<file path="config.mk">
export PLATFORM = sky130hd
export DESIGN_NAME = ccpc_cfg_regs
export DESIGN_NICKNAME = d
export VERILOG_FILES = /design/src/hdl/ccpc_pkg.sv /design/src/hdl/ccpc_cfg_regs.sv
export SDC_FILE = /design/constraint.sdc
export NUM_CORES = 1
export LEC_CHECK = 0
export CAP_MARGIN = 20
export CORE_UTILIZATION = 53
export CTS_BUF_LIST = sky130_fd_sc_hd__clkbuf_8
export CTS_CLUSTER_SIZE = 28
export DETAILED_ROUTE_END_ITERATION = 10
export DONT_BUFFER_PORTS = 1
export GPL_TIMING_DRIVEN = 0
export HOLD_SLACK_MARGIN = 0.12
export PLACE_DENSITY = 0.71
export SYNTH_ARGS = -nofsm -noshare
export SYNTH_HDL_FRONTEND = slang
export SYNTH_SLANG_ARGS = --single-unit
</file>
<file path="constraint.sdc">
create_clock -name clk -period 1.25 [get_ports clk]
set_input_delay 0.25 -clock clk [delete_from_list [all_inputs] [get_ports clk]]
set_output_delay 0.25 -clock clk [all_outputs]
set_load 0.01 [all_outputs]
</file>
<file path="src/hdl/ccpc_pkg.sv">
// Shared types, widths and register codes of the colour cylinder pixel classifier.
// No dependencies; every other file of the block imports this package.
package ccpc_pkg;

	// fixed-point formats
	localparam int DIST_FRAC_BITS = 6;
	localparam int AXIS_FRAC_BITS = 14;

	// register port
	localparam int CFG_IDX_W  = 3;
	localparam int CFG_DATA_W = 48;
	localparam logic [CFG_IDX_W-1:0] CFG_ORIGIN = 3'd0;
	localparam logic [CFG_IDX_W-1:0] CFG_AXIS   = 3'd1;
	localparam logic [CFG_IDX_W-1:0] CFG_CENTRE = 3'd2;
	localparam logic [CFG_IDX_W-1:0] CFG_HALF   = 3'd3;
	localparam logic [CFG_IDX_W-1:0] CFG_RADIUS = 3'd4;

	localparam int PIX_W = 8;
	localparam int CMP_W = 16;   // one packed origin or axis component
	localparam int CEN_W = 17;
	localparam int LEN_W = 16;

	// datapath widths
	localparam int DIFF_W  = 18;
	localparam int AX_W    = CMP_W;
	localparam int P1_W    = DIFF_W + AX_W;
	localparam int TFULL_W = P1_W + 2;
	localparam int T_SH    = 8 + AXIS_FRAC_BITS - DIST_FRAC_BITS;
	localparam int TQ_W    = TFULL_W + 1 - T_SH;
	localparam int SC_SH   = DIST_FRAC_BITS + AXIS_FRAC_BITS - 8;
	localparam int SC_W    = DIFF_W + SC_SH;
	localparam int P2_W    = TQ_W + AX_W;
	localparam int TERM_W  = ((P2_W > SC_W) ? P2_W : SC_W) + 2;
	localparam int A_W     = TERM_W - AXIS_FRAC_BITS;
	localparam int SQ1_W   = 2 * A_W;
	localparam int SS_W    = SQ1_W + 2;
	localparam int SQ_W    = (SS_W + 1) / 2;
	localparam int SSP_W   = 2 * SQ_W;
	localparam int DTR_W   = ((TQ_W > CEN_W) ? TQ_W : CEN_W) + 1;
	localparam int DT_W    = DTR_W;
	localparam int DIST_W  = SQ_W + 1;
	localparam int D_W     = ((DT_W > DIST_W) ? DT_W : DIST_W) + 1;
	localparam int QR_W    = D_W - DIST_FRAC_BITS + 1;

	localparam logic [PIX_W-1:0] SAT_MAX  = 8'd255;
	localparam logic [PIX_W-1:0] MASK_IN  = 8'd255;
	localparam logic [PIX_W-1:0] MASK_OUT = 8'd0;

	typedef struct packed {
		logic [PIX_W-1:0] chan2;
		logic [PIX_W-1:0] chan1;
		logic [PIX_W-1:0] chan0;
	} pixel_t;

	typedef struct packed {
		logic [PIX_W-1:0] mask;
		logic [PIX_W-1:0] distance;
	} result_t;

	typedef struct packed {
		logic [CFG_DATA_W-1:0] origin;
		logic [CFG_DATA_W-1:0] axis;
		logic signed [CEN_W-1:0] centre;
		logic [LEN_W-1:0] half;
		logic [LEN_W-1:0] radius;
	} cfg_t;

	// projection stage to square root pipeline
	typedef struct packed {
		logic vld;
		logic [SS_W-1:0] ss;
		logic [DT_W-1:0] dt;
	} sq_in_t;

	// square root pipeline to finishing stages
	typedef struct packed {
		logic vld;
		logic [SQ_W-1:0] root;
		logic [SQ_W+1:0] rem;
		logic [DT_W-1:0] dt;
	} sq_out_t;

endpackage

</file>
<file path="src/hdl/ccpc_cfg_regs.sv">
// Configuration register file of the colour cylinder classifier.
// Depends on ccpc_pkg for register codes and the cfg_t bundle.
module ccpc_cfg_regs import ccpc_pkg::*; (
	input  logic                  clk,
	input  logic                  arst_n,
	input  logic                  cfg_valid,
	output logic                  cfg_ready,
	input  logic [CFG_IDX_W-1:0]  cfg_index,
	input  logic [CFG_DATA_W-1:0] cfg_data,
	output cfg_t                  cfg
);

	cfg_t cfg_q;

	assign cfg_ready = 1'b1;
	assign cfg       = cfg_q;

	always_ff @(posedge clk or negedge arst_n) begin
		if (!arst_n) begin
			cfg_q <= '0;
		end else if (cfg_valid) begin
			case (cfg_index)
				CFG_ORIGIN: cfg_q.origin <= cfg_data;
				CFG_AXIS:   cfg_q.axis   <= cfg_data;
				CFG_CENTRE: cfg_q.centre <= signed'(cfg_data[CEN_W-1:0]);
				CFG_HALF:   cfg_q.half   <= cfg_data[LEN_W-1:0];
				CFG_RADIUS: cfg_q.radius <= cfg_data[LEN_W-1:0];
				default: ; // unmapped index, word dropped
			endcase
		end
	end

endmodule

</file>
# --- Word level (Yosys, flattened, before mapping) ---
# Index checks and enable logic that the tools add are counted.
# Widths: inputs -> output; s select.
op_classes:
  eq_ne: 4
  reduce_logical: 6
ops:
  columns: ["cell", "n"]
  rows:
  - ["$reduce_and 2->1", 5]
  - ["$eq 3x2->1 const B", 2]
  - ["$eq 3x1->1 const B", 1]
  - ["$eq 3x3->1 const B", 1]
  - ["$logic_not 3->1", 1]
word_totals:
  register_bits: 145
  output_inout_bits: 146
  wordCells: 15

# --- Longest topological paths before layout ---
depth:
  depth_word: 2
  mapped_depth: 4
  depth_no_buf: 2

# --- Worst setup path after synthesis ---
# Ideal clock, no wire load.
synth_timing:
  kind: "input-to-reg"
  start: "input port cfg_index[0]"
  end: "register cfg_q, in the netlist cfg[114]"
  arrival_ps: 1185
  required_ps: 1123
  setup_slack_ps: -63
  stages: 4
  path_buffers: 2
  path_cell_list: "nor4b_4 buf_6 buf_6 mux2_1"
synth_between:
  elab_chain_cells: 2
synth_rtl:
  columns: ["item", "line", "rtl"]
  rows:
  - ["from (decl)", "ccpc_cfg_regs.sv:8", "input logic [CFG_IDX_W-1:0] cfg_index,"]
  - ["$logic_not 3->1", "ccpc_cfg_regs.sv:22", "case (cfg_index)"]
  - ["$reduce_and 2->1 (no line)", null, null]
  - ["to (decl)", "ccpc_cfg_regs.sv:13", "cfg_t cfg_q;"]
# No other way between the ends.
# A chain may end at the register's enable or synchronous reset.

# --- Worst setup path in the final report ---
layout_timing:
  start: "register cfg_q, in the netlist cfg[39]"
  end: "output port cfg[39] (netlist name)"
layout_rtl:
  columns: ["item", "line", "rtl"]
  rows:
  - ["to (decl)", "ccpc_cfg_regs.sv:10", "output cfg_t cfg"]
# No word-level cell between the ends.

==> reports/results.md <==
| Quantity | Reported | Unit |
| --- | --- | --- |
| Result of the run | complete, but fails checks | - |
| Violated checks | hold timing | - |
| Met3 capacity usage during global routing | 0.114 | - |
| Synthesized flop and latch total | 145 | - |
| Minimum period implied by the final worst setup slack | 1.14 | ns |
| Detail-routed via count per cell | 5.44 | - |
| Max Root-Sink Buffers | 2 | - |
| Count of antenna-violating nets left after detailed routing | 0 | - |
| Worst setup path category | reg2out | - |
| Clock tree from TritonCTS | built | - |
| Antenna cells | 0 | - |
| Antenna violations before repair | 0 | - |
| Leading post-synthesis cells by instance count | dfrtp_1 (145), mux2_2 (92), mux2_4 (33) | - |
| Number of non-filler instances in the completed layout | 528 | - |
| Worst path setup slack after routing | 0.114 | ns |
| Highest net fanout along the worst path | 2 | - |
| Die span in x | 105 | um |
| Global-route wire length before repair | 18300 | um |
| Count of different cell masters after synthesis | 12 | - |
| Synth-to-layout area growth | 19.4 | % |
| CP Capture Type | primary output | - |
| Num ports | 200 | - |
| Worst hold slack | -0.491 | ns |
| # setup viols final | 0 | - |
| Starting utilization of the core area | 0.544 | - |
| Standard cell core area | 0.0103 | mm^2 |
| Mean post-synth cell area | 18.0 | um^2 |
| Cells taking the most area after synthesis | dfrtp_1 (65%), mux2_2 (18%), mux2_4 (8.8%), mux2_1 (4.0%), buf_6 (2.0%) | - |
| Post-layout util | 0.650 | - |
| Number of buffers added by the clock tree synthesis step | 17 | - |
| Share of the cycle needed by the critical path after routing | 0.909 | - |
| Final count of pins violating max slew | 0 | - |
| Share of the synthesized area in the top cell type | 0.646 | - |
| Number of synthesis warnings | 0 | - |
| Routed length per placed instance | 22.0 | um |
| Final setup skew | 0 | ns |
| CP arrival | 0.89 | ns |
| Number of enable flip-flop cells after synthesis | 0 | - |
| Post-place setup slack | -0.223 | ns |
| Largest area contributor in the netlist | dfrtp_1 | - |
| Root buffer cell | clkbuf_8 | - |
| Gr ovfl total | 0 | - |
| Setup repair after global routing missed its margin | no | - |
| # clock sinks | 145 | - |
| Mapped Cells | 312 | - |
| Async set-or-reset flop fraction in the synthesized netlist | 1.00 | - |
| Setup TNS after final layout | 0 | ns |
| Fill cell total of the finished layout | 743 | - |
| Weighted congestion at the end of routability-driven global placement | 0.720 | - |
| Maximum operating frequency | 880 | MHz |
| Worst vdd rail ir drop | 0.947 | mV |
| Met1 Usage GRT | 0.256 | - |
| Die area | 0.0110 | mm^2 |
| Required time of the critical path | 1.00 | ns |
| Number of core rows | 37 | - |
| Max-capacitance violation count | 0 | - |
| Height of the chip | 105 | um |
| Initial detailed-routing violation count | 73 | - |
| Skew-Pair Late Insertion Delay | 0.43 | ns |
| Most frequent cell after synthesis | dfrtp_1 | - |
| Post-layout net count | 433 | - |
| Drc violations | 0 | - |
| Net count of the mapped netlist | 366 | - |
| Total routed wirelength | 11600 | um |
| Largest net degree at the start of global routing | 146 | - |
| Startpoint kind of the worst setup timing path | register | - |
| Overall routing resource usage | 0.225 | - |
| Cell area after technology mapping | 0.00562 | mm^2 |
| Worst min-delay path class | in2async | - |
| Met2 track utilization from global routing | 0.358 | - |
| Sequential share of the synthesized area | 0.646 | - |
| Number of hold buffers added after cts | 48 | - |
| Buffers added on ports | 0 | - |
| Most Crowded Layer GR | met2 | - |
| Power density cells | 1800 | mW/mm^2 |
| Final-report hold violation count | 145 | - |
| Flip-flop count of the largest register, all copies and words added | 145 | - |
| Estimated wirelength of the detail-placed design | 7400 | um |
| Share of post-route cells with drive strength above 1 | 0.441 | - |
| Instance count after placement with tap cells included | 448 | - |
| Detailed-router iteration count before antenna repair | 4 | - |
| Total number of vias | 2873 | - |
| Number of H-tree levels | 4 | - |
| Prevailing post-synth register cell | dfrtp_1 | - |
| Leak Pwr | 0.00299 | uW |
| CTS clk-pin slew, worst paths | 0.07 | ns |
| Vias in the first global route | 3173 | - |
[final cells by class]
type                            instances  area [um^2]  area share
Clock inverter                          9         88.8      0.0132
Timing Repair Buffer                   48          480      0.0716
Sequential cell                       145         3630       0.541
Tap cell                              136          170      0.0254
Buffer                                 16          158      0.0235
Clock buffer                           23          317      0.0472
Multi-Input combinational cell        151         1870       0.278
[metal layers]
metal  up-vias  routed length, um
met1      1473               4740
met5         -                  0
met3        14               1070
li1       1239                  -
met4         0                209
met2       147               5600
[report_power, final]
part	internal [uW]	leakage (uW)	switching, uW
Clock	2050	0.000228	1590
Combinational	1020	0.00102	387
Sequential	5730	0.00174	1300
[through the flow]
| stage | hold slack, ns | instance area (um^2) | power, uW |
|---|---|---|---|
| 2_1_floorplan | -0.0456 | 5650 | 7930 |
| 3_3_place_gp | -0.0430 | 5820 | 8270 |
| 3_5_place_dp | -0.0429 | 5820 | 8370 |
| 4_1_cts | -0.526 | 6710 | 12200 |
| 5_1_grt | -0.543 | 6710 | 12600 |
| 6_report | -0.491 | 6710 | 12100 |
[cells by family after synthesis]
group	after synthesis	share of synthesized area
other	1	0.000667
muxes	145	0.313
DFF	145	0.646
and+or+nand+nor	5	0.0142
buffers and inverters	16	0.0267
[worst paths after layout]
| check | from | to | slack (ns) | depth (start not counted) |
|---|---|---|---|---|
| worst max register to register | cfg[132] | cfg[132] | 0.38 | 1 |
| worst min register to register | cfg[133] | cfg[133] | 0.56 | 1 |
| max in group asynchronous | arst_n | cfg[68] | 1.50 | 0 |
| min in group clk | cfg_valid | cfg[31] | 0.19 | 2 |
| worst max-delay path | cfg[39] | cfg[39] | 0.11 | 0 |
| worst min-delay path | arst_n | cfg[124] | -0.49 | 0 |
[cells in the final DEF, fill, tap and decap left out, drive strengths merged]
cell and instances:
buf 16, conb 1, clkbuf 23, and4bb 3, bufinv 2, mux2 145, nor4b 1, nand4b 1
dlygate4sd3 48, dfrtp 145, inv 5, clkinv 2
[what timing repair did]
action / CTS / global route
setup buffers: 0 / 0
hold endpoints to repair: 290 / 145
gates resized for setup: 0 / 0
No activity file was read; power rests on OpenSTA's default activity.
