$ cat config.mk
export PLATFORM = sky130hd
export DESIGN_NAME = ccpc_sqrt
export DESIGN_NICKNAME = d
export VERILOG_FILES = /design/src/hdl/ccpc_pkg.sv /design/src/hdl/ccpc_sqrt.sv
export SDC_FILE = /design/constraint.sdc
export NUM_CORES = 2
export LEC_CHECK = 0
export BUFFER_PORTS_ARGS = -buffer_cell sky130_fd_sc_hd__buf_2
export CORE_MARGIN = 2
export CORE_UTILIZATION = 35
export CTS_BUF_LIST = sky130_fd_sc_hd__clkbuf_4 sky130_fd_sc_hd__clkbuf_8
export CTS_CLUSTER_DIAMETER = 200
export DETAILED_ROUTE_END_ITERATION = 12
export GPL_TIMING_DRIVEN = 0
export PLACE_DENSITY_LB_ADDON = 0.05
export RECOVER_POWER = 25
export SYNTH_ARGS = -nofsm -noshare
export SYNTH_HDL_FRONTEND = slang
export SYNTH_SLANG_ARGS = --single-unit
$ cat constraint.sdc
create_clock -name clk -period 3.3 [get_ports clk]
set_clock_uncertainty 0.2 [all_clocks]
set_input_delay 0.66 -clock clk [delete_from_list [all_inputs] [get_ports clk]]
set_output_delay 0.66 -clock clk [all_outputs]
set_load 0.01 [all_outputs]
$ cat src/hdl/ccpc_pkg.sv
// Shared types, widths and register codes of the colour cylinder pixel classifier.
// No dependencies; every other file of the block imports this package.
package ccpc_pkg;

	// fixed-point formats
	localparam int DIST_FRAC_BITS = 6;
	localparam int AXIS_FRAC_BITS = 14;

	// register port
	localparam int CFG_IDX_W  = 3;
	localparam int CFG_DATA_W = 48;
	localparam logic [CFG_IDX_W-1:0] CFG_ORIGIN = 3'd0;
	localparam logic [CFG_IDX_W-1:0] CFG_AXIS   = 3'd1;
	localparam logic [CFG_IDX_W-1:0] CFG_CENTRE = 3'd2;
	localparam logic [CFG_IDX_W-1:0] CFG_HALF   = 3'd3;
	localparam logic [CFG_IDX_W-1:0] CFG_RADIUS = 3'd4;

	localparam int PIX_W = 8;
	localparam int CMP_W = 16;   // one packed origin or axis component
	localparam int CEN_W = 17;
	localparam int LEN_W = 16;

	// datapath widths
	localparam int DIFF_W  = 18;
	localparam int AX_W    = CMP_W;
	localparam int P1_W    = DIFF_W + AX_W;
	localparam int TFULL_W = P1_W + 2;
	localparam int T_SH    = 8 + AXIS_FRAC_BITS - DIST_FRAC_BITS;
	localparam int TQ_W    = TFULL_W + 1 - T_SH;
	localparam int SC_SH   = DIST_FRAC_BITS + AXIS_FRAC_BITS - 8;
	localparam int SC_W    = DIFF_W + SC_SH;
	localparam int P2_W    = TQ_W + AX_W;
	localparam int TERM_W  = ((P2_W > SC_W) ? P2_W : SC_W) + 2;
	localparam int A_W     = TERM_W - AXIS_FRAC_BITS;
	localparam int SQ1_W   = 2 * A_W;
	localparam int SS_W    = SQ1_W + 2;
	localparam int SQ_W    = (SS_W + 1) / 2;
	localparam int SSP_W   = 2 * SQ_W;
	localparam int DTR_W   = ((TQ_W > CEN_W) ? TQ_W : CEN_W) + 1;
	localparam int DT_W    = DTR_W;
	localparam int DIST_W  = SQ_W + 1;
	localparam int D_W     = ((DT_W > DIST_W) ? DT_W : DIST_W) + 1;
	localparam int QR_W    = D_W - DIST_FRAC_BITS + 1;

	localparam logic [PIX_W-1:0] SAT_MAX  = 8'd255;
	localparam logic [PIX_W-1:0] MASK_IN  = 8'd255;
	localparam logic [PIX_W-1:0] MASK_OUT = 8'd0;

	typedef struct packed {
		logic [PIX_W-1:0] chan2;
		logic [PIX_W-1:0] chan1;
		logic [PIX_W-1:0] chan0;
	} pixel_t;

	typedef struct packed {
		logic [PIX_W-1:0] mask;
		logic [PIX_W-1:0] distance;
	} result_t;

	typedef struct packed {
		logic [CFG_DATA_W-1:0] origin;
		logic [CFG_DATA_W-1:0] axis;
		logic signed [CEN_W-1:0] centre;
		logic [LEN_W-1:0] half;
		logic [LEN_W-1:0] radius;
	} cfg_t;

	// projection stage to square root pipeline
	typedef struct packed {
		logic vld;
		logic [SS_W-1:0] ss;
		logic [DT_W-1:0] dt;
	} sq_in_t;

	// square root pipeline to finishing stages
	typedef struct packed {
		logic vld;
		logic [SQ_W-1:0] root;
		logic [SQ_W+1:0] rem;
		logic [DT_W-1:0] dt;
	} sq_out_t;

endpackage

$ cat src/hdl/ccpc_sqrt.sv
// Pipelined integer square root, one root bit per register stage (SQ_W stages).
// Carries the axial excess alongside; depends on ccpc_pkg.
module ccpc_sqrt import ccpc_pkg::*; (
	input  logic    clk,
	input  logic    arst_n,
	input  sq_in_t  sq_in,
	output sq_out_t sq_out
);

	logic [SQ_W-1:0]  vld_s;
	logic [SQ_W-1:0]  rt_s  [SQ_W];
	logic [SQ_W+1:0]  rm_s  [SQ_W];
	logic [SSP_W-1:0] rad_s [SQ_W];
	logic [DT_W-1:0]  dt_s  [SQ_W];

	logic [SQ_W-1:0]  cur_rt  [SQ_W];
	logic [SQ_W+1:0]  cur_rm  [SQ_W];
	logic [SSP_W-1:0] cur_rad [SQ_W];
	logic [SQ_W+1:0]  rem_x   [SQ_W];
	logic [SQ_W+1:0]  trial   [SQ_W];
	logic [SQ_W-1:0]  nxt_rt  [SQ_W];
	logic [SQ_W+1:0]  nxt_rm  [SQ_W];

	// restoring digit recurrence: bring down two radicand bits, try (root<<2)|1
	always_comb begin
		for (int k = 0; k < SQ_W; k++) begin
			if (k == 0) begin
				cur_rt[k]  = '0;
				cur_rm[k]  = '0;
				cur_rad[k] = SSP_W'(sq_in.ss);
			end else begin
				cur_rt[k]  = rt_s[k-1];
				cur_rm[k]  = rm_s[k-1];
				cur_rad[k] = rad_s[k-1];
			end
			rem_x[k] = {cur_rm[k][SQ_W-1:0], cur_rad[k][SSP_W-1 -: 2]};
			trial[k] = {cur_rt[k], 2'b01};
			if (rem_x[k] >= trial[k]) begin
				nxt_rm[k] = rem_x[k] - trial[k];
				nxt_rt[k] = {cur_rt[k][SQ_W-2:0], 1'b1};
			end else begin
				nxt_rm[k] = rem_x[k];
				nxt_rt[k] = {cur_rt[k][SQ_W-2:0], 1'b0};
			end
		end
	end

	always_ff @(posedge clk or negedge arst_n) begin
		if (!arst_n) begin
			vld_s <= '0;
		end else begin
			vld_s <= {vld_s[SQ_W-2:0], sq_in.vld};
		end
	end

	always_ff @(posedge clk) begin
		for (int k = 0; k < SQ_W; k++) begin
			rt_s[k]  <= nxt_rt[k];
			rm_s[k]  <= nxt_rm[k];
			rad_s[k] <= cur_rad[k] << 2;
			if (k == 0) begin
				dt_s[k] <= sq_in.dt;
			end else begin
				dt_s[k] <= dt_s[k-1];
			end
		end
	end

	assign sq_out.vld  = vld_s[SQ_W-1];
	assign sq_out.root = rt_s[SQ_W-1];
	assign sq_out.rem  = rm_s[SQ_W-1];
	assign sq_out.dt   = dt_s[SQ_W-1];

endmodule

[After elaboration in Yosys (flattened, before gate mapping)]
Memories as Yosys holds them, arrays and structs flattened.
Index checks and enable logic that the tools add are counted.
Storage, ports and cells
  bits in registers: 26
  memory bits (writable): 3276
  bits of input ports: 77
  logic and storage cells: 109
  memories kept: 4
Operators by class
  $add $sub $neg: 26
  magnitude comparators: 26
  multiplexer cells: 52
Memory list
  rad_s: depth 26, bits a word 50, read ports 25, clocked after memory_dff 0, wr ports 26, line ccpc_sqrt.sv:13  | logic [SSP_W-1:0] rad_s [SQ_W];
  rm_s: depth 26, bits a word 28, read ports 26, clocked after memory_dff 0, wr ports 26, line ccpc_sqrt.sv:12  | logic [SQ_W+1:0] rm_s [SQ_W];
  rt_s: depth 26, bits a word 26, read ports 26, clocked after memory_dff 0, wr ports 26, line ccpc_sqrt.sv:11  | logic [SQ_W-1:0] rt_s [SQ_W];
  dt_s: depth 26, bits a word 22, read ports 26, clocked after memory_dff 0, wr ports 26, line ccpc_sqrt.sv:14  | logic [DT_W-1:0] dt_s [SQ_W];
Operators with widths (count)
  2-to-1 mux 28 bit: 26
  greater-or-equal comparator 28 bit: 25
  subtractor 28 bit: 25
  2-to-1 mux 1 bit: 26
  subtractor 2 x 1 -> 3 bit, second input constant: 1
  greater-or-equal comparator 2 x 1 -> 1 bit, second input constant: 1

[Depth between registers and ports, before layout]
An unclocked memory read counts as a cell.
  depth after elaboration: 3
  mapped depth: 13

[Least setup slack after synthesis]
Ideal clock, no wire load.
  kind: register -> register
  start: memory rm_s[0][120] in the netlist's numbering
  end: memory rm_s[0][163] in the netlist's numbering
  setup time: 0.127 ns
  arrival: 2.746 ns
  data required time: 2.973 ns
  path slack: 0.227 ns
  stages on the path, launching flop included: 10
  clock period less this slack: 3.073 ns
  cell sequence: dfxtp_1 -> or4_4 -> or4_4 -> or3_4 -> or3_4 -> nor2_2 -> a2111o_2 -> or3_1 -> nor3_1 -> xor2_1
RTL lines (line)
  start, declared: ccpc_sqrt.sv:12

==> flow_summary_export.csv <==
group,metric,value,unit
status,status,"finished, final reports clean",
global_routing,grt_overflow,0,
floorplan,ios,154,
critical_path,crit_path_start_kind,"flip-flop",
logic_synthesis,ys_seq_area_share,62.6,%
floorplan,initial_core_util,35.2,%
sta,worst_slack,0.0359,ns
critical_path,critical_path.max_stage_delay,0.59,ns
sta,hold_viol,0,
placement,gp_congestion,0.820,
worst_hold_path,hold_path_depth,0,
logic_synthesis,synth_warnings,0,
final_layout,design_area,87500,um^2
flow_run,maxCapViolations,0,
critical_path,ff2ff_setup_slack,0.04,ns
floorplan,std_cell_rows,166,
sta,min_period,3.26,ns
critical_path,reg2reg_from,"rm_s[0][121]",
logic_synthesis,synth_top_family_by_area,"compound AO/OA/AOI/OAI gates",
final_layout,fillerInstances,19522,
route,wl_per_cell,15.0,um
power,ir_worst_vdd,0.411,mV
sta,fin_crit_sh,98.9,%
critical_path,arrival,3.95,ns
route,ant_nets,0,
sta,max_freq,306,MHz
critical_path,crit_buf_inv,1,
logic_synthesis,ys.flop_type,"dfxtp_1",
logic_synthesis,yosys.area.top_type_share,61.7,%
cts,h-tree-depth,5,
global_routing,track_usage,14.3,%
floorplan,die_w,457,um
worst_hold_path,worst_hold_path.endpoint,"rad_s[0][735]",
floorplan,core,205000,um^2
logic_synthesis,synthCells,6437,
cts,cts_tree,"built",
logic_synthesis,synth_area_per_cell,11.2,um^2
logic_synthesis,yosys_register_bits,2242,
route,via_per_inst,4.54,
route,wl,152000,um
global_routing,grt_pass1_vias,46155,
final_layout,instances_no_fill,10141,
critical_path,criticalPathCategory,"reg2reg",
sta,slew-limit-headroom,39.0,%
cts,numClockSinks,2242,
sta,max_slew.worst_pin.slew,0.900,ns
critical_path,reg2reg_depth,9,
placement,io_buffers,153,
placement,dp_slack,-1.23,ns
logic_synthesis,ys_types,93,
logic_synthesis,synthAdderAreaFrac,6.63,%
logic_synthesis,async_flop_share,1.16,%
route,first_iter_violations,2198,
final_layout,layout-drive-gt1-share,16.6,%
power,powerDensity,816,nW/um^2
logic_synthesis,yosys.area_share.simple,9.93,%
route,drc,0,
critical_path,path_max_fanout,4,
sta,setup_violations,0,
placement,dpl_cell_area,76100,um^2
final_layout,nets,7640,
logic_synthesis,syn-num-nets,6895,
global_routing,grt_pass1_wl,242000,um
cts,numCtsBuffers,388,
critical_path,crit_required,3.98,ns
power,leakagePower,40.3,nW
global_routing,antenna_found_initial,4,
logic_synthesis,post_synth_xor_area_fraction,6.43,%
logic_synthesis,synth_area_leader_cell,"dfxtp_1",
logic_synthesis,synth_edf_count,0,
logic_synthesis,synthMuxAreaShare,0.897,%
final_layout,multiInputGateArea,25700,um^2
cts,clockRootBuffer,"clkbuf_8",
route,vias,46037,
final_layout,seq_area,45000,um^2
worst_hold_path,hold_class,"reg2reg",
logic_synthesis,synth-compound-area-share,10.3,%
cts,clk_pin_slew_worst_paths,0.06,ns
critical_path,rr_endpoint,"rm_s[0][157]",
cts,clock_latency,1.01,ns
global_routing,grt_max_degree,27,
critical_path,crit_family,"simple AND/OR/NAND/NOR gates",
critical_path,end_kind,"flip-flop",
worst_hold_path,hp-start,"rad_s[0][683]",
critical_path,cp_slowest_cell,"or4_4",
logic_synthesis,synth_area,72000,um^2
cts,clock_path_buffers,4,
floorplan,fp.dieArea,209000,um^2
placement,post-place-cells,9278,
critical_path,crit_chain,"or4_4 -> or4_4 -> or3_4 -> or3_4 -> nor2_4 -> a2111o_2 -> buf_4 -> nor3_1 -> xor2_1",
route,drtPass1Iterations,5,
placement,hpwlAfterDp,108000,um
logic_synthesis,yosys-top-cells-area,"dfxtp_1, ha_1, xnor2_1",
sta,finalMaxSlewViolations,0,
final_layout,area_growth,21.6,%
floorplan,chipHeight,457,um
-- through the flow --
stage	setup TNS [ns]	utilization, %	power [mW]	hold WS [ns]
2_1_floorplan	0	-	41.5	0.110
3_3_place_gp	-187.39	37.2	45.3	0.110
3_5_place_dp	-173.45	37.2	45.3	0.112
4_1_cts	-0.0311	42.3	72.3	0.0399
5_1_grt	-0.00925	42.7	75.7	0.0943
6_report	0	42.8	71.3	0.0930
-- worst reg2reg max path: stages (launching register included) --
cell      delay [ns]
dfxtp_1         0.32
or4_4           0.59
or4_4           0.53
or3_4           0.37
or3_4           0.43
nor2_4          0.12
a2111o_2        0.22
buf_4           0.16
nor3_1          0.05
xor2_1          0.15
-- timing repair --
item / 4_1_cts / 5_1_grt
endpoints found under the hold margin: 102 / 0
hold buffers: 151 / 0
pin swaps: 24 / 54
buffers inserted: 30 / 32
setup endpoints to repair: 430 / 425
cloned: 0 / 3
gates resized for setup: 189 / 195
-- how the worst max path moves through the flow --
stage / startpoint / to / slack [ns] / cells past startpoint
finish: rm_s[0][121] / rm_s[0][157] / 0.04 / 9
global route: rt_s[0][234] / rm_s[0][288] / -0.007 / 11
CTS: rt_s[0][367] / rm_s[0][445] / -0.02 / 11
detailed placement: rt_s[1][83] / rm_s[1][113] / -1.23 / 11
global placement: rt_s[1][83] / rm_s[1][113] / -1.23 / 11
floorplan: rm_s[0][120] / rm_s[0][163] / 0.23 / 9
-- layout by cell type, fill, tap and decap left out, types with 47 or more instances in the layout --
master and count:
xnor2_1 278, nor2_1 336, nor4_1 59, nand3_1 90
nand2_1 378, a21oi_1 316, o21ai_0 293, clkbuf_8 472
dlygate4sd3_1 150, dfxtp_1 2204, inv_1 465, buf_4 90
o21a_1 70, nand2b_1 82, ha_1 365, nand4_1 47
clkbuf_4 145, nor3_1 131, mux2_2 47, a21o_1 144
buf_2 157, xor2_1 247
-- cells in the mapped netlist (29+ instances only) --
cell type / instances
a211oi_1: 37
a21o_1: 144
a21oi_1: 341
a31oi_1: 33
and3_1: 35
clkbuf_1: 94
dfxtp_1: 2216
ha_1: 381
inv_1: 467
mux2_2: 47
nand2_1: 381
nand2b_1: 83
nand3_1: 93
nand4_1: 47
nor2_1: 346
nor2b_1: 47
nor3_1: 137
nor4_1: 75
o21a_1: 71
o21ai_0: 325
o21bai_1: 39
o31ai_1: 29
or2_2: 31
or3_1: 39
xnor2_1: 281
xor2_1: 247
-- sequential cells by signal (all words and copies together) (netlist names) --
signal	cells
rt_s	351
rad_s	650
rm_s	643
dt_s	572
vld_s	26
-- cells by family (layout without fill, tap and decap cells) --
group,Yosys count,in the layout
other,1,4
buffers and inverters,592,1603
AO/OA/AOI/OAI,1195,1195
AND/OR/NAND/NOR,1440,1442
multiplexers,58,58
flip-flops,2242,2242
XOR/XNOR,528,528
adder cells (fa/ha/maj),381,381
-- final cells by class --
class | count | area share (%)
well taps | 2688 | 3.85
flip-flops and latches | 2242 | 51.5
repair buffers | 367 | 3.18
multi-input cells | 3605 | 29.4
plain buffers | 110 | 0.777
clock buffers | 599 | 8.49
clock inverters | 59 | 0.768
inverters | 468 | 2.01
diodes | 3 | 0.00858
-- routing by layer --
layer	track usage, %	part of all wire, %
met1	18.4	47
met3	3.01	4.4
met2	23.2	46
met4	6.16	3.5
met5	0	0
-- report_power, final --
part	leakage, nW	switching, mW	internal (mW)
clock network	4.32	10.5	15.2
registers	18.9	2.66	31.0
logic	17.1	6.63	5.30
Note: power is estimated with default switching activity, not from simulation.
