--- src/hdl/ccpc_pkg.sv ---
// Shared types, widths and register codes of the colour cylinder pixel classifier.
// No dependencies; every other file of the block imports this package.
package ccpc_pkg;

	// fixed-point formats
	localparam int DIST_FRAC_BITS = 6;
	localparam int AXIS_FRAC_BITS = 14;

	// register port
	localparam int CFG_IDX_W  = 3;
	localparam int CFG_DATA_W = 48;
	localparam logic [CFG_IDX_W-1:0] CFG_ORIGIN = 3'd0;
	localparam logic [CFG_IDX_W-1:0] CFG_AXIS   = 3'd1;
	localparam logic [CFG_IDX_W-1:0] CFG_CENTRE = 3'd2;
	localparam logic [CFG_IDX_W-1:0] CFG_HALF   = 3'd3;
	localparam logic [CFG_IDX_W-1:0] CFG_RADIUS = 3'd4;

	localparam int PIX_W = 8;
	localparam int CMP_W = 16;   // one packed origin or axis component
	localparam int CEN_W = 17;
	localparam int LEN_W = 16;

	// datapath widths
	localparam int DIFF_W  = 18;
	localparam int AX_W    = CMP_W;
	localparam int P1_W    = DIFF_W + AX_W;
	localparam int TFULL_W = P1_W + 2;
	localparam int T_SH    = 8 + AXIS_FRAC_BITS - DIST_FRAC_BITS;
	localparam int TQ_W    = TFULL_W + 1 - T_SH;
	localparam int SC_SH   = DIST_FRAC_BITS + AXIS_FRAC_BITS - 8;
	localparam int SC_W    = DIFF_W + SC_SH;
	localparam int P2_W    = TQ_W + AX_W;
	localparam int TERM_W  = ((P2_W > SC_W) ? P2_W : SC_W) + 2;
	localparam int A_W     = TERM_W - AXIS_FRAC_BITS;
	localparam int SQ1_W   = 2 * A_W;
	localparam int SS_W    = SQ1_W + 2;
	localparam int SQ_W    = (SS_W + 1) / 2;
	localparam int SSP_W   = 2 * SQ_W;
	localparam int DTR_W   = ((TQ_W > CEN_W) ? TQ_W : CEN_W) + 1;
	localparam int DT_W    = DTR_W;
	localparam int DIST_W  = SQ_W + 1;
	localparam int D_W     = ((DT_W > DIST_W) ? DT_W : DIST_W) + 1;
	localparam int QR_W    = D_W - DIST_FRAC_BITS + 1;

	localparam logic [PIX_W-1:0] SAT_MAX  = 8'd255;
	localparam logic [PIX_W-1:0] MASK_IN  = 8'd255;
	localparam logic [PIX_W-1:0] MASK_OUT = 8'd0;

	typedef struct packed {
		logic [PIX_W-1:0] chan2;
		logic [PIX_W-1:0] chan1;
		logic [PIX_W-1:0] chan0;
	} pixel_t;

	typedef struct packed {
		logic [PIX_W-1:0] mask;
		logic [PIX_W-1:0] distance;
	} result_t;

	typedef struct packed {
		logic [CFG_DATA_W-1:0] origin;
		logic [CFG_DATA_W-1:0] axis;
		logic signed [CEN_W-1:0] centre;
		logic [LEN_W-1:0] half;
		logic [LEN_W-1:0] radius;
	} cfg_t;

	// projection stage to square root pipeline
	typedef struct packed {
		logic vld;
		logic [SS_W-1:0] ss;
		logic [DT_W-1:0] dt;
	} sq_in_t;

	// square root pipeline to finishing stages
	typedef struct packed {
		logic vld;
		logic [SQ_W-1:0] root;
		logic [SQ_W+1:0] rem;
		logic [DT_W-1:0] dt;
	} sq_out_t;

endpackage

--- src/hdl/ccpc_finish.sv ---
// Finishing stages: round the root, radial excess, sum, half-even rounding, saturation, mask.
// Three register stages; depends on ccpc_pkg.
module ccpc_finish import ccpc_pkg::*; (
	input  logic    clk,
	input  logic    arst_n,
	input  sq_out_t sq_out,
	input  cfg_t    cfg,
	output logic    done,
	output result_t result
);

	localparam logic [DIST_FRAC_BITS-1:0] RND_HALF =
		DIST_FRAC_BITS'(1) << (DIST_FRAC_BITS - 1);

	logic [2:0] vld_q;

	logic [DIST_W-1:0] dist_s1;
	logic [DT_W-1:0]   dt_s1;
	logic [D_W-1:0]    d_s2;
	result_t           res_s3;

	logic signed [DIST_W:0]    dp_ex;
	logic [DIST_W-1:0]         dp;
	logic [D_W-DIST_FRAC_BITS-1:0] q_int;
	logic [DIST_FRAC_BITS-1:0] q_frac;
	logic                      q_inc;
	logic [QR_W-1:0]           q_rnd;
	logic [PIX_W-1:0]          q_sat;

	always_comb begin
		dp_ex = signed'({1'b0, dist_s1}) - signed'({{(DIST_W+1-LEN_W){1'b0}}, cfg.radius});
		dp    = dp_ex[DIST_W] ? '0 : dp_ex[DIST_W-1:0];

		q_int  = d_s2[D_W-1:DIST_FRAC_BITS];
		q_frac = d_s2[DIST_FRAC_BITS-1:0];
		q_inc  = (q_frac > RND_HALF) || ((q_frac == RND_HALF) && q_int[0]);
		q_rnd  = QR_W'(q_int) + QR_W'(q_inc);
		q_sat  = (q_rnd > QR_W'(SAT_MAX)) ? SAT_MAX : q_rnd[PIX_W-1:0];
	end

	always_ff @(posedge clk or negedge arst_n) begin
		if (!arst_n) begin
			vld_q <= '0;
		end else begin
			vld_q <= {vld_q[1:0], sq_out.vld};
		end
	end

	always_ff @(posedge clk) begin
		// nearest root: bump when remainder exceeds root
		dist_s1         <= DIST_W'(sq_out.root) + DIST_W'(sq_out.rem > (SQ_W+2)'(sq_out.root));
		dt_s1           <= sq_out.dt;
		d_s2            <= D_W'(dp) + D_W'(dt_s1);
		res_s3.distance <= q_sat;
		res_s3.mask     <= (q_sat == '0) ? MASK_IN : MASK_OUT;
	end

	assign done   = vld_q[2];
	assign result = res_s3;

endmodule
--- config.mk ---
export PLATFORM = sky130hd
export DESIGN_NAME = ccpc_finish
export DESIGN_NICKNAME = d
export VERILOG_FILES = /design/src/hdl/ccpc_pkg.sv /design/src/hdl/ccpc_finish.sv
export SDC_FILE = /design/constraint.sdc
export NUM_CORES = 1
export LEC_CHECK = 0
export BUFFER_PORTS_ARGS = -buffer_cell sky130_fd_sc_hd__buf_2
export CORE_MARGIN = 3
export CORE_UTILIZATION = 50
export CTS_CLUSTER_DIAMETER = 120
export DETAILED_ROUTE_END_ITERATION = 8
export PLACE_DENSITY = 0.82
export SYNTH_ARGS = -nofsm -noshare
export SYNTH_HDL_FRONTEND = slang
export SYNTH_SLANG_ARGS = --single-unit
--- constraint.sdc ---
create_clock -name clk -period 6.6 [get_ports clk]
set_input_delay 0.33 -clock clk [delete_from_list [all_inputs] [get_ports clk]]
set_output_delay 0.33 -clock clk [all_outputs]
set_load 0.1 [all_outputs]
After elaboration in Yosys (flattened, before gate mapping)
Cells that the tools add are included.
{"block": "word_totals", "reg_bits": 96, "latchBits": 0, "mem_bits_rw": 0, "mem_bits_ro": 0, "in_bits": 224, "out_inout_bits": 17, "word_cells": 20, "mem_count": 0}
{"block": "op_classes", "n_addsub": 4, "mul": 0, "div_mod_pow": 0, "order_cmp": 3, "eq_ne": 1, "shift": 0, "muxes": 3, "bitwise": 0, "n_reduce_logical": 3}
{"cell": "$add A27 B22 Y28", "count": 1}
{"cell": "$gt A28 B26 Y1", "count": 1}
{"cell": "$sub A27 B16 Y28", "count": 1}
{"cell": "$add A26 B1 Y27", "count": 1}
{"cell": "$mux W27", "count": 1}
{"cell": "$add A22 B1 Y23", "count": 1}
{"cell": "$gt A23 B8 Y1 const B", "count": 1}
{"cell": "$mux W8", "count": 2}
{"cell": "$logic_not A8 Y1", "count": 1}
{"cell": "$eq A6 B6 Y1 const B", "count": 1}
{"cell": "$gt A6 B6 Y1 const B", "count": 1}
{"cell": "$logic_and A1 B1 Y1", "count": 1}
{"cell": "$logic_or A1 B1 Y1", "count": 1}

Logic depth before layout (Yosys ltp)
Gate-level depths: netlist of run 1.
{"block": "logic_depth", "ltp_word": 8, "mapped_depth": 21}

Worst setup path before layout of run 1
No wires, ideal clock.
{"block": "synth_timing", "path_kind": "input to register", "startpoint": "in cfg[10] (netlist name)", "endpoint": "reg d_s2[26]", "setup_time_ps": 127, "arrival_ps": 4095, "required_time_ps": 6473, "slack_ps": 2378, "path_stages": 21, "path_buffers": 2, "path_cell_list": "inv_1 -> ha_1 -> buf_2 -> and3_1 -> o2111ai_1 -> o21bai_2 -> a211oi_4 -> nor3_4 -> clkbuf_1 -> nor2_1 -> ha_1 -> inv_1 -> fa_1 -> nor2b_1 -> o31a_1 -> o41ai_2 -> o211ai_1 -> a311oi_2 -> o31ai_1 -> o2111ai_1 -> xor2_1"}
{"block": "synth_between", "elab_chain_len": 3}
{"item": "start: declaration", "line": "ccpc_finish.sv:7", "text": "input cfg_t cfg,"}
{"item": "$sub A27 B16 Y28", "line": "ccpc_finish.sv:31", "text": "dp_ex = signed'({1'b0, dist_s1}) - signed'({{(DIST_W+1-LEN_W){1'b0}}, cfg.radius});"}
{"item": "$mux W27", "line": "ccpc_finish.sv:32", "text": "dp = dp_ex[DIST_W] ? '0 : dp_ex[DIST_W-1:0];"}
{"item": "$add A27 B22 Y28", "line": "ccpc_finish.sv:53", "text": "d_s2 <= D_W'(dp) + D_W'(dt_s1);"}
{"item": "end signal: assignment", "line": "ccpc_finish.sv:53"}
{"item": "end: declaration", "line": "ccpc_finish.sv:19", "text": "logic [D_W-1:0] d_s2;"}
No other way between the ends.

Worst setup path after layout of run 1
{"block": "layout_timing", "startpoint": "reg dist_s1[10]", "endpoint": "reg d_s2[26]"}
{"block": "layout_between", "elab_chain_len": 3}
{"item": "start: declaration", "line": "ccpc_finish.sv:17", "text": "logic [DIST_W-1:0] dist_s1;"}
{"item": "start signal: assignment", "line": "ccpc_finish.sv:51", "text": "dist_s1 <= DIST_W'(sq_out.root) + DIST_W'(sq_out.rem > (SQ_W+2)'(sq_out.root));"}
{"item": "$sub A27 B16 Y28", "line": "ccpc_finish.sv:31"}
{"item": "$mux W27", "line": "ccpc_finish.sv:32"}
{"item": "$add A27 B22 Y28", "line": "ccpc_finish.sv:53"}
No other way between the ends.

==> results of run 1 <==
==> sequential cells by signal, indices dropped and copies added (netlist names) <==
signal	cells
d_s2	28
dist_s1	27
dt_s1	22
result	9
vld_q	3
==> critical path, cell delays in order (launching register included) <==
cell	delay, ns
dfxtp_1	0.30
ha_1	0.43
and3_1	0.24
o2111ai_1	0.11
o21bai_2	0.26
a211oi_4	0.43
nor3_4	0.17
nor2_1	0.13
ha_1	0.19
inv_1	0.06
fa_1	0.40
nor2b_1	0.16
o31a_1	0.19
o41ai_2	0.10
o211ai_1	0.23
a311oi_2	0.16
o31ai_1	0.45
o2111ai_1	0.21
xor2_1	0.18
==> cell usage in the layout (no fill, tap or decap), types with 4 or more instances in the layout <==
cell type  count
o211ai_1       5
o2111ai_1      4
buf_2        111
dfxtp_1       86
o31ai_1        4
or3_1          4
nor2_1        43
ha_1          67
xor2_1        16
a211oi_1       7
inv_1         60
clkbuf_16      9
nor4_1         6
a21o_1        21
a31oi_1        4
nor2b_1        9
nor3b_1        5
o21a_1         7
mux2i_1        6
xnor2_1       50
nand2b_1      13
nand2_1       50
and3_1        14
o21ai_0       27
nand4_1       11
nor3_1        21
o21bai_1       4
nand3_1       27
a21oi_1       47
==> through the flow <==
step | power [mW] | utilization | setup WS, ns
final | 1.80 | 0.603 | 2.05
after global routing | 1.93 | 0.603 | 1.74
after global placement | 1.29 | 0.577 | 1.97
after detailed placement | 1.30 | 0.577 | 1.93
after floorplan | 1.17 | - | 2.38
after CTS | 1.81 | 0.603 | 2.05
==> power by group through the flow <==
| stage | Combinational, mW | Sequential (mW) | Clock [mW] |
|---|---|---|---|
| 6_report | 0.581 | 0.715 | 0.505 |
| 5_1_grt | 0.664 | 0.729 | 0.535 |
| 4_1_cts | 0.582 | 0.714 | 0.514 |
| 3_5_place_dp | 0.576 | 0.725 | 0 |
| 3_3_place_gp | 0.567 | 0.721 | 0 |
| 2_1_floorplan | 0.480 | 0.694 | 0 |
==> worst max path at each step <==
stage                startpoint       end  slack, ns  depth (start not counted)
finish              dist_s1[10]  d_s2[26]       2.05                         18
global route        dist_s1[10]  d_s2[26]       1.74                         18
CTS                 dist_s1[10]  d_s2[26]       2.05                         18
detailed placement      cfg[10]  d_s2[26]       1.93                         20
global placement        cfg[10]  d_s2[26]       1.97                         20
floorplan               cfg[10]  d_s2[26]       2.38                         21
==> logic make-up (layout without fill, tap and decap cells) <==
group                    after synthesis  count (layout)  synth area share
buffers and inverters                 74             189            0.0531
multiplexers                           7               7            0.0118
AO/OA/AOI/OAI                        160             160             0.182
XOR/XNOR                              66              66            0.0955
flip-flops                            89              89             0.297
adder cells (fa/ha/maj)               69              69             0.145
other                                  0               1                 0
AND/OR/NAND/NOR                      233             233             0.215
==> routing by layer <==
metal  track usage  vias to the layer above  part of all wire
met4        0.0951                        6             0.030
li1              -                     2706                 -
met1         0.219                     2275              0.42
met2         0.339                      153              0.46
met5             0                        -            0.0026
met3        0.0674                       33             0.082
==> timing repair <==
action,CTS,global route
buffers inserted,0,0
hold buffers,1,0
endpoints found under the hold margin,3,0
==> area by class of cell <==
cell class,count,area (um^2),share of cell area
Tap cell,143,179,0.0255
Inverter,60,225,0.0321
Timing Repair Buffer,113,573,0.0818
Clock buffer,12,246,0.0352
Multi-Input combinational cell,535,3930,0.561
Sequential cell,89,1800,0.256
Clock inverter,4,52.6,0.00750
Antenna cell,1,2.50,0.000357
==> results.py, run 1 <==
metrics = {
    "status": {
        "run_status": "completed",
    },
    "final_layout": {
        "fillers": 996,
        "final_cell_area_um2": 7010,
        "nets": 1101,
        "stdcell_count": 957,
        "syn2layout_area_growth_pct": 15.8,
        "drive_above_1_share": 0.191,
    },
    "cts": {
        "cts-root-buf": "clkbuf_16",
        "cts_buffer_depth": 2,
        "clock_latency_ns": 0.34,
        "cts.clk_slew.worst_paths_ns": 0.06,
        "cts.sinks": 89,
        "htree_num_levels": 3,
        "cts_tree": "built",
        "postCtsResizedCells": 0,
        "numCtsBuffers": 9,
    },
    "worst_setup_path": {
        "worst_ep_arrival_time_ns": 4.77,
        "r2r-end": "d_s2[26]",
        "start_kind": "register",
        "r2r_cells": 18,
        "cp.required_ns": 6.82,
        "reg2reg_slack_ns": 2.05,
        "r2r_start": "dist_s1[10]",
        "worstSetupEndpointType": "register",
        "cp_max_fo": 14,
        "criticalPathCategory": "reg -> reg",
    },
    "sta": {
        "hold-worst-slack_ns": 0.0845,
        "slew_violations": 0,
        "rsz0062_at_grt": "no",
        "fin_skew_ns": 0.00617,
        "hold_violations": 0,
        "fmax_mhz": 220,
        "tightestPinTransition_ns": 0.736,
        "slew_headroom": 0.503,
        "finalSetupViolCount": 0,
        "fin_crit_sh": 0.690,
        "tns_ns": 0,
        "post-route-min-period_ns": 4.55,
    },
    "power": {
        "intPower_mw": 1.21,
        "net-switching-power_uw": 595,
        "netSwitchingFraction": 0.330,
        "power_frac_comb": 0.323,
        "seq_power_share": 0.397,
        "power_density_nw_per_um2": 257,
        "p_leak_nw": 3.27,
        "p_clk_frac": 0.280,
        "irDropWorstVdd_v": 0.000140,
    },
    "yosys": {
        "synth_top_cells_by_count": "86 x dfxtp_1, 67 x ha_1, 60 x inv_1, 50 x nand2_1, 50 x xnor2_1",
        "avgSynthCellArea_um2": 8.67,
        "synth_seq_cells": 89,
        "yosysMostFrequentCell": "dfxtp_1",
        "syn_nets": 991,
        "yosys.area.top_type": "dfxtp_1",
        "synthDistinctLibCells": 77,
        "synth_ff_type": "dfxtp_1",
        "syn-cell-area_um2": 6050,
        "ys_seq_area_frac": 0.297,
        "yosys.area.top_type_share": 0.285,
        "synth_top_cells_by_area": "dfxtp_1 28%, ha_1 14%, xnor2_1 7.2%, a21oi_1 3.9%, inv_1 3.7%",
        "syn_inst": 698,
        "ys_warn_count": 0,
        "async_reset_ff_frac": 0.0337,
        "synth_edf_count": 0,
    },
    "place": {
        "dp_hpwl_um": 10500,
        "routabilityCongestion": 0.840,
        "io_buffers": 111,
        "placedInstanceArea_um2": 6700,
        "placed_cells": 939,
    },
    "floorplanning": {
        "num_io_pins": 241,
        "coreArea_um2": 11600,
        "die_w_um": 116,
        "rows": 39,
        "dieArea_um2": 13500,
        "dieHeight_um": 116,
        "start_util": 0.521,
    },
    "global_routing": {
        "grt_antenna_before_repair": 4,
        "grt_usage": 0.197,
        "grt_pass1_vias": 5015,
        "grt_max_degree": 15,
        "grt_pass1_wl_um": 21500,
        "grt_overflow": 0,
    },
    "route": {
        "drc": 0,
        "antenna_left": 0,
        "wl_um": 12800,
        "wl_per_cell_um": 13.4,
        "firstDrtPassIters": 4,
        "viasPerCell": 5.41,
        "vias": 5173,
        "drtIter0Drc": 212,
    },
    "flow_run": {
        "drv_cap": 0,
    },
    "worst_hold_path": {
        "min_path_cells": 1,
        "hold_end": "dt_s1[6]",
        "min_path_type": "in -> reg",
        "min-delay-start": "sq_out[6]",
    },
}
Note: power is estimated with default switching activity, not from simulation.
==> run 2, diff against run 1 <==
--- a/config.mk
+++ b/config.mk
@@ -7,10 +7,10 @@
 export LEC_CHECK = 0
 export BUFFER_PORTS_ARGS = -buffer_cell sky130_fd_sc_hd__buf_2
 export CORE_MARGIN = 3
-export CORE_UTILIZATION = 50
+export CORE_UTILIZATION = 45
 export CTS_CLUSTER_DIAMETER = 120
 export DETAILED_ROUTE_END_ITERATION = 8
-export PLACE_DENSITY = 0.82
+export PLACE_DENSITY = 0.78
 export SYNTH_ARGS = -nofsm -noshare
 export SYNTH_HDL_FRONTEND = slang
 export SYNTH_SLANG_ARGS = --single-unit
==> constraint.sdc (replaced) <==
create_clock -name clk -period 3.95 [get_ports clk]
set_input_delay 0.1975 -clock clk [delete_from_list [all_inputs] [get_ports clk]]
set_output_delay 0.1975 -clock clk [all_outputs]
set_load 0.1 [all_outputs]
==> run 2 against run 1 <==
Net effect:
- the run now ends with negative setup slack left
- non-clock buffer count increased by 91
- total power rose by 83%
- largest cell class unchanged
- first-iteration DRC count up 41%
- sequential power up 68%
- global-route usage decreased by 0.41 points
- setup slack worse by 2.1 ns
- sequential cell count unchanged
- maximum frequency up 14%
- hold slack lost 0.028 ns
- core utilization up 3.0 points
- sequential share of layout area is 3.5 points lower
- register-to-register slack worse by 2.1 ns
==> results.py, run 2 (synthesis gave the netlist of run 1 again) <==
metrics = {
    "status": {
        "violations": "negative setup slack",
        "run_status": "finished with violations",
    },
    "worst_setup_path": {
        "worst_ep_arrival_time_ns": 4.22,
        "start_kind": "register",
        "cp_max_fo": 5,
        "criticalPathCategory": "reg -> reg",
        "critPathSlowestCell": "a211oi_4",
        "worstSetupEndpointType": "register",
        "cp_slowest_stage_delay_ns": 0.36,
        "cp.required_ns": 4.18,
        "crit_chain": "inv_2, ha_2, nand2b_4, a211oi_4, o21bai_4, a211oi_4, nor3_4, nor2_2, ha_2, inv_2, fa_2, nor2b_2, o31a_1, o41ai_2, o211ai_1, a311oi_4, buf_4, o31ai_4, o2111ai_2, xor2_1",
    },
    "sta": {
        "finalSetupViolCount": 1,
        "tightestPinTransition_ns": 0.677,
        "fmax_mhz": 251,
        "fin_skew_ns": 0.00385,
        "fin_crit_sh": 1.01,
        "setup_ws_ns": -0.0386,
        "slew_violations": 0,
        "post-route-min-period_ns": 3.99,
        "slew_headroom": 0.543,
        "rsz0062_at_grt": "yes",
        "hold_violations": 0,
    },
    "final_layout": {
        "reg_top3": "d_s2: 28 flops, dist_s1: 27 flops, dt_s1: 22 flops",
        "stdcell_count": 1076,
        "regMostFlops": "d_s2",
        "syn2layout_area_growth_pct": 34.8,
        "seq_area_um2": 1800,
        "multi_input_area_um2": 4280,
        "nets": 1192,
        "final_common_cell": "buf_2",
        "drive_above_1_share": 0.315,
        "final_cell_mix": "111 x buf_2, 81 x dfxtp_1, 67 x buf_4",
        "fillers": 1052,
        "largest_reg_flops": 28,
        "insertedDiodeCount": 0,
    },
    "floorplanning": {
        "rows": 41,
        "start_util": 0.470,
        "coreArea_um2": 12900,
        "num_io_pins": 241,
        "die_w_um": 122,
        "dieHeight_um": 122,
        "dieArea_um2": 14900,
    },
    "place": {
        "io_buffers": 111,
        "routabilityCongestion": 0.876,
        "placed_cells": 1025,
        "dp_hpwl_um": 11100,
    },
    "route": {
        "drc": 0,
        "wl_per_cell_um": 13.4,
        "antenna_left": 0,
        "wl_um": 14400,
        "drtIter0Drc": 299,
        "viasPerCell": 5.17,
        "vias": 5561,
        "firstDrtPassIters": 5,
    },
    "cts": {
        "clock_latency_ns": 0.35,
        "cts-root-buf": "clkbuf_16",
        "cts.sinks": 89,
        "cts.clk_slew.worst_paths_ns": 0.06,
        "htree_num_levels": 3,
        "cts_buffer_depth": 2,
        "cts_tree": "built",
        "numCtsBuffers": 9,
    },
    "power": {
        "irDropWorstVdd_v": 0.000257,
        "p_leak_nw": 3.74,
        "finalPower_mw": 3.30,
        "power_density_nw_per_um2": 404,
    },
    "worst_hold_path": {
        "min_path_type": "in -> reg",
    },
    "global_routing": {
        "grt_antenna_before_repair": 0,
        "busiest_layer": "met2",
        "grt_overflow": 0,
        "use_met1": 0.237,
        "groute.layer.met2.usage": 0.330,
        "grt_pass1_wl_um": 23200,
        "grt_max_degree": 17,
        "grt_pass1_vias": 5329,
        "grt_usage": 0.193,
        "use_met3": 0.0441,
    },
    "flow_run": {
        "drv_cap": 0,
    },
}
==> run 2: cell count changes in the layout (fill, tap and decap cells not counted), moves of 10 or more <==
cell and change:
a21oi_1 -11, buf_4 +66, dlygate4sd3_1 +23, ha_1 -12
a21oi_2 +10, ha_4 +10
==> run 2: path summary, 6_finish.rpt <==
path | startpoint | end | slack [ns] | depth (start not counted)
setup / recovery | dist_s1[0] | d_s2[26] | -0.04 | 20
hold / removal | sq_out[58] | dist_s1[8] | 0.06 | 2
setup reg to reg | dist_s1[0] | d_s2[26] | -0.04 | 20
hold reg to reg | vld_q[1] | vld_q[2] | 0.35 | 0
max in group asynchronous | arst_n | vld_q[2] | 3.67 | 2
min in group asynchronous | arst_n | vld_q[0] | 0.18 | 2
==> run 2: critical path: cells and delay by family (launching register included) <==
kind | cells | cell delay, ns
compound gates | 9 | 1.84
xor+xnor | 1 | 0.16
fa+ha+maj | 3 | 0.71
buf+inv | 3 | 0.25
flops | 1 | 0.33
simple gates | 4 | 0.56
==> run 2: where the power goes <==
part / total (mW) / internal [mW] / switching (mW) / leakage [nW]
clock: 0.877 / 0.515 / 0.362 / 0.150
combinational: 1.22 / 0.625 / 0.598 / 2.83
sequential: 1.20 / 1.05 / 0.151 / 0.756
==> run 2: metal layers <==
metal / wire [um] / part of all wire / vias up
li1: - / - / 2890
met1: 6500 / 0.45 / 2475
met2: 6680 / 0.46 / 166
met3: 867 / 0.060 / 30
met4: 363 / 0.025 / 0
met5: 0 / 0 / -
==> run 2: repair_timing <==
| action | CTS | global route |
|---|---|---|
| gates resized for setup | 20 | 49 |
| setup buffers | 5 | 6 |
| hold endpoints to repair | 26 | 0 |
| pin swaps | 10 | 28 |
| endpoints found under the setup margin | 11 | 15 |
| hold buffers | 24 | 0 |
==> run 2: cell type report <==
type	instances	share of cell area
multi-input combinational	535	0.525
sequential	89	0.221
timing repair buffer	204	0.162
clock buffer	10	0.0293
inverter	60	0.0276
tap	172	0.0264
clock inverter	6	0.00890
==> run 2: per-stage QoR <==
stage           util  setup WS, ns  hold WS [ns]  cell area [um^2]  setup TNS, ns
6_report       0.633       -0.0386        0.0564              8160        -0.0386
5_1_grt        0.633        -0.227        0.0519              8160          -1.08
4_1_cts        0.613       -0.0143        0.0456              7890        -0.0143
3_5_place_dp   0.557        -0.222      -0.00334              7180         -0.936
3_3_place_gp   0.557        -0.149      -0.00836              7180         -0.367
2_1_floorplan      -        0.0168       -0.0981              6080              0
==> run 3, diff against run 2 <==
--- a/config.mk
+++ b/config.mk
@@ -5,12 +5,14 @@
 export SDC_FILE = /design/constraint.sdc
 export NUM_CORES = 1
 export LEC_CHECK = 0
-export BUFFER_PORTS_ARGS = -buffer_cell sky130_fd_sc_hd__buf_2
+export BUFFER_PORTS_ARGS = -buffer_cell sky130_fd_sc_hd__buf_4
 export CORE_MARGIN = 3
 export CORE_UTILIZATION = 45
 export CTS_CLUSTER_DIAMETER = 120
 export DETAILED_ROUTE_END_ITERATION = 8
+export GPL_TIMING_DRIVEN = 0
 export PLACE_DENSITY = 0.78
 export SYNTH_ARGS = -nofsm -noshare
 export SYNTH_HDL_FRONTEND = slang
 export SYNTH_SLANG_ARGS = --single-unit
+export TNS_END_PERCENT = 5
==> run 3 against run 2 <==
Net effect:
- the run still ends with negative setup slack left
- critical path depth is 1 lower
- combinational power about the same
- first-iteration DRC count up 3.0%
- die area unchanged
- setup slack lost 0.011 ns
- routed wire length shrank 0.79%
- critical path type unchanged
==> results.py, run 3 (synthesis gave the netlist of run 1 again) <==
metrics = {
    "sta": {
        "hold-worst-slack_ns": 0.0347,
        "fin_crit_sh": 1.01,
        "hold_violations": 0,
        "fmax_mhz": 250,
        "tightestPinTransition_ns": 0.711,
        "setup_ws_ns": -0.0498,
        "slew_headroom": 0.520,
        "fin_skew_ns": 0.00737,
        "finalSetupViolCount": 6,
        "slew_violations": 0,
        "rsz0062_at_grt": "yes",
        "post-route-min-period_ns": 4.00,
    },
    "route": {
        "viasPerCell": 5.19,
        "wl_per_cell_um": 13.8,
        "wl_met2_um": 6620,
        "drtIter0Drc": 308,
        "wl_met3_um": 924,
        "wl_um": 14300,
        "antenna_left": 0,
        "vias": 5383,
        "drc": 0,
        "firstDrtPassIters": 4,
        "routedLengthMet1_um": 6520,
        "top_layer_used": "met4",
    },
    "power": {
        "p_leak_nw": 3.67,
        "power_density_nw_per_um2": 396,
        "irDropWorstVdd_v": 0.000261,
        "finalPower_mw": 3.23,
    },
    "final_layout": {
        "final_common_cell": "buf_4",
        "stdcell_count": 1038,
        "reg_top3": "d_s2: 28 flops, dist_s1: 27 flops, dt_s1: 22 flops",
        "syn2layout_area_growth_pct": 35.0,
        "final_cell_mix": "137 x buf_4, 82 x dfxtp_1, 59 x inv_1",
        "regMostFlops": "d_s2",
        "final_cell_area_um2": 8170,
        "nets": 1154,
        "utilization": 0.635,
        "insertedDiodeCount": 0,
        "largest_reg_flops": 28,
        "drive_above_1_share": 0.274,
    },
    "global_routing": {
        "grt_pass1_wl_um": 22500,
        "grt_max_degree": 17,
        "grt_pass1_vias": 5013,
        "grt_usage": 0.190,
        "grt_overflow": 0,
        "grt_antenna_before_repair": 0,
    },
    "worst_setup_path": {
        "critical_path.startpoint": "dist_s1[0]",
        "cp.required_ns": 4.22,
        "criticalPathCategory": "reg -> reg",
        "r2r-end": "d_s2[21]",
        "r2r_cells": 19,
        "worst_ep_arrival_time_ns": 4.27,
        "r2r_start": "dist_s1[0]",
        "reg2reg_slack_ns": -0.05,
        "worstSetupEndpointType": "register",
        "cp_max_fo": 6,
        "start_kind": "register",
    },
    "cts": {
        "htree_num_levels": 3,
        "numCtsBuffers": 9,
        "cts.clk_slew.worst_paths_ns": 0.06,
        "cts-root-buf": "clkbuf_16",
        "cts_tree": "built",
        "clock_latency_ns": 0.35,
        "cts.sinks": 89,
        "cts_buffer_depth": 2,
    },
    "flow_run": {
        "drv_cap": 0,
    },
    "worst_hold_path": {
        "min_path_type": "in -> reg",
        "hold_end": "dist_s1[22]",
        "min-delay-start": "sq_out[72]",
        "min_path_cells": 2,
    },
    "place": {
        "routabilityCongestion": 0.870,
        "dp_hpwl_um": 10500,
        "placedInstanceArea_um2": 7130,
        "placed_cells": 981,
        "io_buffers": 111,
    },
    "floorplanning": {
        "start_util": 0.470,
        "rows": 41,
        "dieHeight_um": 122,
        "coreArea_um2": 12900,
        "num_io_pins": 241,
        "dieArea_um2": 14900,
        "die_w_um": 122,
    },
    "status": {
        "violations": "negative setup slack",
        "run_status": "finished with violations",
    },
}
-- run 3: power by group --
| part | internal, mW | switching (mW) | leakage [nW] |
|---|---|---|---|
| sequential | 1.05 | 0.130 | 0.756 |
| combinational | 0.600 | 0.607 | 2.76 |
| clock | 0.495 | 0.353 | 0.146 |
| total | 2.14 | 1.09 | 3.67 |
-- run 3: worst max-delay path by stage --
stage	end	slack, ns	cells past startpoint
final	d_s2[21]	-0.05	19
after global placement	d_s2[20]	-0.58	20
after global routing	d_s2[25]	-0.30	20
after floorplan	d_s2[26]	0.02	20
after detailed placement	d_s2[20]	-0.61	20
after CTS	d_s2[26]	-0.16	21
-- run 3: final cells by class --
| type | instances | area, um^2 |
|---|---|---|
| Sequential cell | 89 | 1800 |
| Inverter | 60 | 225 |
| Buffer | 13 | 116 |
| Multi-Input combinational cell | 535 | 4300 |
| Fill cell | 1090 | 4700 |
| Tap cell | 172 | 215 |
| Clock buffer | 9 | 225 |
| Clock inverter | 7 | 77.6 |
| Timing Repair Buffer | 153 | 1210 |
-- run 3: worst max-delay path: stages, from the launching register on --
cell and delay [ns]:
dfxtp_1 0.30, inv_1 0.05, ha_1 0.15, inv_1 0.06
fa_2 0.37, a211oi_2 0.21, nor2_2 0.10, o221ai_2 0.26
and3b_2 0.27, o21ai_0 0.12, xnor2_1 0.15, nor2_1 0.11
ha_2 0.32, and3_1 0.20, and3_1 0.19, and3_1 0.20
a211oi_4 0.36, nand2b_1 0.13, a21oi_1 0.20, xnor2_1 0.15
-- run 3: repair_timing --
action | in CTS | in global routing
gates resized for setup | 31 | 40
hold buffers | 24 | 0
endpoints found under the hold margin | 26 | 0
setup buffers | 10 | 8
pin swaps | 18 | 26
cloned | 0 | 0
endpoints found under the setup margin | 16 | 16
-- run 3: per-layer routing --
layer | GRT usage | up-vias
li1 | - | 2811
met1 | 0.237 | 2405
met2 | 0.316 | 151
met3 | 0.0604 | 16
met4 | 0.0539 | 0
met5 | 0 | -
-- run 3: stage by stage --
stage | TNS, ns | setup slack (ns)
global route | -2.54 | -0.305
floorplan | 0 | 0.0168
detailed placement | -5.72 | -0.611
CTS | -0.706 | -0.165
global placement | -4.97 | -0.580
finish | -0.176 | -0.0498
